**src/gvps_pkg.sv**
```systemverilog
// ----------------------------------------------------------------------------
// gvps_pkg
// Shared types, constants and key compare for the gain vector priority set.
// ----------------------------------------------------------------------------
`timescale 1ns / 1ps

package gvps_pkg;

	localparam int MODULES = 1024;
	localparam int LEVELS  = 2;
	localparam int GAIN_W  = 16;
	localparam int STAMP_W = 32;
	localparam int MOD_W   = 10;
	localparam int CNT_W   = 11;
	localparam int ADDR_W  = $clog2(MODULES);
	localparam int SCAN_W  = $clog2(MODULES + 1);
	localparam int QDEPTH  = 2;

	typedef enum logic [1:0] {
		ACT_SET    = 2'd0,
		ACT_REMOVE = 2'd1,
		ACT_CLEAR  = 2'd2
	} action_t;

	typedef enum logic [1:0] {
		K_SET,
		K_REMOVE,
		K_CLEAR,
		K_NOP
	} kind_t;

	typedef logic [LEVELS-1:0][GAIN_W-1:0] key_t;

	typedef struct packed {
		kind_t            kind;
		logic [MOD_W-1:0] module_id;
		key_t             key;
	} req_t;

	typedef struct packed {
		logic               flag;
		key_t               key;
		logic [STAMP_W-1:0] stamp;
	} entry_t;

	typedef enum logic [2:0] {
		B_SWEEP,
		B_IDLE,
		B_READ,
		B_UPDATE,
		B_SCAN,
		B_REPORT
	} bstate_t;

	// Lexicographic signed compare, level 0 most significant.
	function automatic logic key_gt(input key_t a, input key_t b);
		logic decided;
		logic gt;
		decided = 1'b0;
		gt      = 1'b0;
		for (int i = 0; i < LEVELS; i++) begin
			if (!decided && (a[i] != b[i])) begin
				decided = 1'b1;
				gt      = $signed(a[i]) > $signed(b[i]);
			end
		end
		return gt;
	endfunction

endpackage

```
**src/gvps_front.sv**
```systemverilog
// ----------------------------------------------------------------------------
// gvps_front
// Accepts requests, classifies them and holds them in a short queue.
// ----------------------------------------------------------------------------
`timescale 1ns / 1ps

module gvps_front (
	input  logic                           clk,
	input  logic                           arst_n,
	input  logic                           start,
	output logic                           busy,
	input  logic [1:0]                     action,
	input  logic [gvps_pkg::MOD_W-1:0]     module_req,
	input  logic signed [gvps_pkg::GAIN_W-1:0] key_0,
	input  logic signed [gvps_pkg::GAIN_W-1:0] key_1,
	input  logic signed [gvps_pkg::GAIN_W-1:0] key_2,
	input  logic signed [gvps_pkg::GAIN_W-1:0] key_3,
	output logic                           req_valid,
	output gvps_pkg::req_t                 req,
	input  logic                           pop
);

	localparam int PW = $clog2(gvps_pkg::QDEPTH);

	logic [3:0][gvps_pkg::GAIN_W-1:0] keys_all;
	gvps_pkg::req_t                   in_req;
	gvps_pkg::req_t                   queue_q [gvps_pkg::QDEPTH];
	logic [PW-1:0]                    wptr_q;
	logic [PW-1:0]                    rptr_q;
	logic [PW:0]                      fill_q;
	logic                             push;
	logic                             in_range;

	assign keys_all = {key_3, key_2, key_1, key_0};
	assign in_range = 32'(module_req) < 32'(gvps_pkg::MODULES);

	always_comb begin
		in_req.module_id = module_req;
		for (int i = 0; i < gvps_pkg::LEVELS; i++) begin
			in_req.key[i] = keys_all[i];
		end
		case (action)
			gvps_pkg::ACT_SET:    in_req.kind = in_range ? gvps_pkg::K_SET : gvps_pkg::K_NOP;
			gvps_pkg::ACT_REMOVE: in_req.kind = in_range ? gvps_pkg::K_REMOVE : gvps_pkg::K_NOP;
			gvps_pkg::ACT_CLEAR:  in_req.kind = gvps_pkg::K_CLEAR;
			default:              in_req.kind = gvps_pkg::K_NOP;
		endcase
	end

	assign busy      = (fill_q == (PW+1)'(gvps_pkg::QDEPTH));
	assign push      = start && !busy;
	assign req_valid = (fill_q != '0);
	assign req       = queue_q[rptr_q];

	always_ff @(posedge clk or negedge arst_n) begin
		if (!arst_n) begin
			wptr_q <= '0;
			rptr_q <= '0;
			fill_q <= '0;
		end else begin
			if (push) begin
				wptr_q <= wptr_q + 1'b1;
			end
			if (pop) begin
				rptr_q <= rptr_q + 1'b1;
			end
			if (push && !pop) begin
				fill_q <= fill_q + 1'b1;
			end else if (pop && !push) begin
				fill_q <= fill_q - 1'b1;
			end
		end
	end

	always_ff @(posedge clk) begin
		if (push) begin
			queue_q[wptr_q] <= in_req;
		end
	end

endmodule

```
**config.mk**
```make
export PLATFORM = sky130hd
export DESIGN_NAME = gvps_front
export DESIGN_NICKNAME = d
export VERILOG_FILES = /design/src/gvps_pkg.sv /design/src/gvps_front.sv
export SDC_FILE = /design/constraint.sdc
export NUM_CORES = 1
export LEC_CHECK = 0
export BUFFER_PORTS_ARGS = -buffer_cell sky130_fd_sc_hd__buf_2
export CORE_MARGIN = 3
export CORE_UTILIZATION = 53
export DETAILED_ROUTE_END_ITERATION = 7
export GPL_TIMING_DRIVEN = 1
export PLACE_DENSITY = 0.84
export RECOVER_POWER = 100
export SYNTH_ARGS = -nofsm -noshare
export SYNTH_HDL_FRONTEND = slang
export SYNTH_SLANG_ARGS = --single-unit
```
**constraint.sdc**
```tcl
create_clock -name clk -period 6.1 [get_ports clk]
set_input_delay 0.305 -clock clk [delete_from_list [all_inputs] [get_ports clk]]
set_output_delay 0.305 -clock clk [all_outputs]
set_load 0.01 [all_outputs]
```
# Word level (Yosys, flattened, before mapping)
# Memories as Yosys holds them, arrays and structs flattened.
# Cells that the tools add are included.
# word_totals
memories	1
register_bits	4
mem_bits_rw	88
elab_cells	25
# mem_list
memory	depth	width	read_ports	rd_clocked_by_memory_dff	wr	line	rtl
queue_q	2	44	1	0	1	gvps_front.sv:27	gvps_pkg::req_t queue_q [gvps_pkg::QDEPTH];
# op_classes
addsub	4
eq_ne	3
reduce_logical	9
mux	5
# ops
op	n
$pmux W2 S3	1
$eq A2 B2 Y1 const B	2
$mux W2	2
$reduce_bool A2 Y1	2
$logic_and A1 B1 Y1	3
$logic_not A1 Y1	3
$add A1 B1 Y1 const B	2
$add A2 B1 Y2 const B	1
$eq A2 B1 Y1 const B	1
$logic_not A2 Y1	1
$mux W1	2
$sub A2 B1 Y2 const B	1

# Logic depth before layout (Yosys ltp)
# logic_depth
word_depth	7
mapped_depth	7
depth_no_buf	7

# Worst setup path before layout
# No wires, ideal clock.
# synth_timing
path_type	register to register
from	reg fill_q[0]
to	mem queue_q[0][0] (netlist bit) (enable)
n_path_buf	0
period_less_slack_ps	2919
setup_ps	445
t_arrival_ps	2473
slack_ps	3181
required_ps	5655
path_stages_with_launch	4
cell_sequence	dfrtp_1 -> nand2b_1 -> nand2_1 -> nor2_1
# synth_via
elab_chain_cells	5
# synth_rtl
element	line	rtl
from (decl)	gvps_front.sv:30	logic [PW:0] fill_q;
from (signal assigned)	gvps_front.sv:68	fill_q <= fill_q + 1'b1;
from (signal assigned)	gvps_front.sv:70	fill_q <= fill_q - 1'b1;
$eq A2 B2 Y1	gvps_front.sv:50	assign busy = (fill_q == (PW+1)'(gvps_pkg::QDEPTH));
$logic_not A1 Y1	gvps_front.sv:51	assign push = start && !busy;
$logic_and A1 B1 Y1	gvps_front.sv:51	
$mux W1	gvps_front.sv:76	if (push) begin
$mux W1 (implied by the code)	gvps_front.sv:77	queue_q[wptr_q] <= in_req;
to (decl)	gvps_front.sv:27	
# No other way between the ends.

# Worst setup path after layout
# layout_timing
from	reg fill_q[0]
to	mem queue_q[0][11] (netlist bit) (enable)
# The elaborated chain is that of the path after synthesis.

==> metrics.txt <==
most frequent cells in the layout=edfxtp_1, buf_2, clkbuf_1; hold path cells=1; IO Count=126; crit path DAT=~3400 ps; Power Total=1.88 mW; Pwr Density=459 nW/um2; failing checks=max-capacitance violations, max-slew violations; WL/cell=16.8 um; Finished Cell Area=4090 um2; Worst Min Path Start=key_1[2]; CORE AREA=6460 um2; Synth Area in Simple Gates=0.839%; Initial DRC Count=92; fin util=63.3%; Slew Viols, Final=94; gr ovfl total=0; Worst slew margin=-34.9%; NumNets Final=339; Post-CTS Setup Inserts=0; Mapped Cells=around 160; Reg2Reg Setup Slack=2650 ps; flip-flop and latch count after synthesis=92; critical path endpoint category=flop; # fillers=538; Worst Hold Class=in2reg; status=complete, but fails checks; Critical-path top delay cell=nor2_1; CTS Sinks=92; first-pass GRT wire length=8850 um; P&R area growth vs syn=14.2%; RePlAce Congestion=0.634; main combinational cell family by area after synthesis=multiplexers; Clock Power Share=22.9%; WS Path Type=reg2reg; dpl cells=323; delay-heaviest family, CP=simple AND/OR/NAND/NOR gates; antenna violations before repair=0; Die W=88.2 um; period utilization=56.5%; final WL=5730 um; starting density of the core=55.4%; max-cap violation count=3; Yosys cell types=16; n_diodes=0; number of H-tree levels=3; vias post-DR=1711; crit path launch=fill_q[0]; TNS Setup=0 ps; endpoint of the worst hold path=queue_q[1][18]; largest net degree at the start of global routing=45; FF-to-FF path depth=4; CP bufs+invs=1; post-synth top area share=73.8%; hold_ws=141 ps; non-filler cells, final=340; clock skew after layout=just under 10 ps; CP max FO=25; root buffer cell=clkbuf_8; vias in the first global route=1815; Synth Area in XOR/XNOR=~1.2%; reg2reg end=queue_q[0][11]; CP cell instances=nand2b_1, nand2_1, nor2_1, clkbuf_1; switching part of the total=29.6%; RSZ-0062 raised after global routing=false; endpoints failing hold=0; Sw Pwr=0.555 mW; total leakage power=1.48 nW; Worst-Margin Slew=just over 2000 ps; mux cell area share after synthesis=17.9%; TritonRoute pass-1 iters=4; Die Area=7780 um2; CTS max path bufs=2; Final WS setup=between 2000 and 3000 ps; I/O Buffers=93; CP peak stage delay=1230 ps; Reg-to-Reg Start=fill_q[0]; synth top area cells=edfxtp_1, mux2_4, dfrtp_1, buf_12, mux2_2; # resized after CTS=0; final setup fails=0; ANT nets after route=0; CTS tree=yes; Worst-path clk slew=90 ps; commonest non-fill, non-tap cell in the layout=edfxtp_1; Post-Syn Area=3580 um2; layout cell share with drive strength beyond 1=30.0%; Post-Synth Adder-Cell Area=0.349%; logic gate share of total power=27.5%; pre-CTS WS=a little under 4000 ps; fmax=around 290 MHz; drt drc=0; Die Y=88.2 um; critical path launch point type=flop; TritonCTS Buffers=9; row count=29; Worst Path Required=6050 ps; syn nets=roughly 240; min cycle time layout=3450 ps; register share of total power=between 40 and 50%; leading area contributor after synthesis=edfxtp_1; Seq/Total Area, Yosys=between 70% and 80%; GRT Resource Usage Total=15.7%; DP HPWL=3740 um; yosys warns=0; Int Power=1.32 mW; worst skew pair latency=350 ps; DP Area=4070 um2; Synth Area in Compound Gates=0%; vias per cell=5.03; syn_area_per_cell=22.7 um2; Peak supply drop=0.000387 V
## timing repair
action                     in CTS  in global routing
hold endpoints to repair        4                  0
hold buffers                    1                  0
setup endpoints to repair       0                  0
## Yosys cell counts
cell	n
xnor2_1	2
mux2_2	5
buf_6	1
dfrtp_1	4
buf_12	4
inv_1	3
nand2b_1	1
nor2_1	2
or2_2	1
xor2_1	3
ha_1	1
clkbuf_1	2
and3_1	1
nand2_1	1
mux2_4	39
edfxtp_1	88
## power groups by stage
stage | Clock [mW] | Sequential (mW) | Combinational (mW)
4_1_cts | 0.441 | 0.944 | 0.656
3_5_place_dp | 0 | 0.957 | 0.652
2_1_floorplan | 0 | 0.914 | 0.529
3_3_place_gp | 0 | 0.945 | 0.646
5_1_grt | 0.470 | 0.950 | 0.565
6_report | 0.431 | 0.932 | 0.516
## state kept, by name (all words and copies together) (netlist names)
signal   cells
rptr_q       1
queue_q     88
wptr_q       1
fill_q       2
## routing by layer
layer	vias up	routed length [um]	track usage, %
li1	805	-	-
met1	828	2460	19.2
met2	70	2780	25.7
met3	8	418	5.64
met4	0	70	6.18
met5	-	0	0
## worst max-delay path by stage
stage                     endpoint  slack (ps)  cells after the start
finish              queue_q[0][11]        2650                      4
global route        queue_q[0][16]        2290                      4
CTS                        req[23]        3570                      3
detailed placement         req[23]        3960                      3
global placement           req[23]        3970                      3
floorplan            queue_q[0][0]        3180                      3
## logic make-up after synthesis
group                      after synthesis
DFF                                     92
muxes                                   44
buffers and inverters                   10
and+or+nand+nor                          6
xor gates and xnor gates                 5
adders and majority gates                1
## area by class of cell
cell class	count	area [um2]	share of cell area, %
multi-input cells	56	586	14.3
repair buffers	96	438	10.7
clock buffers	10	128	3.12
well taps	77	96.3	2.36
clock inverters	6	88.8	2.17
inverters	3	11.3	0.275
flip-flops and latches	92	2740	67.1
(Power assumes the default switching activity.)
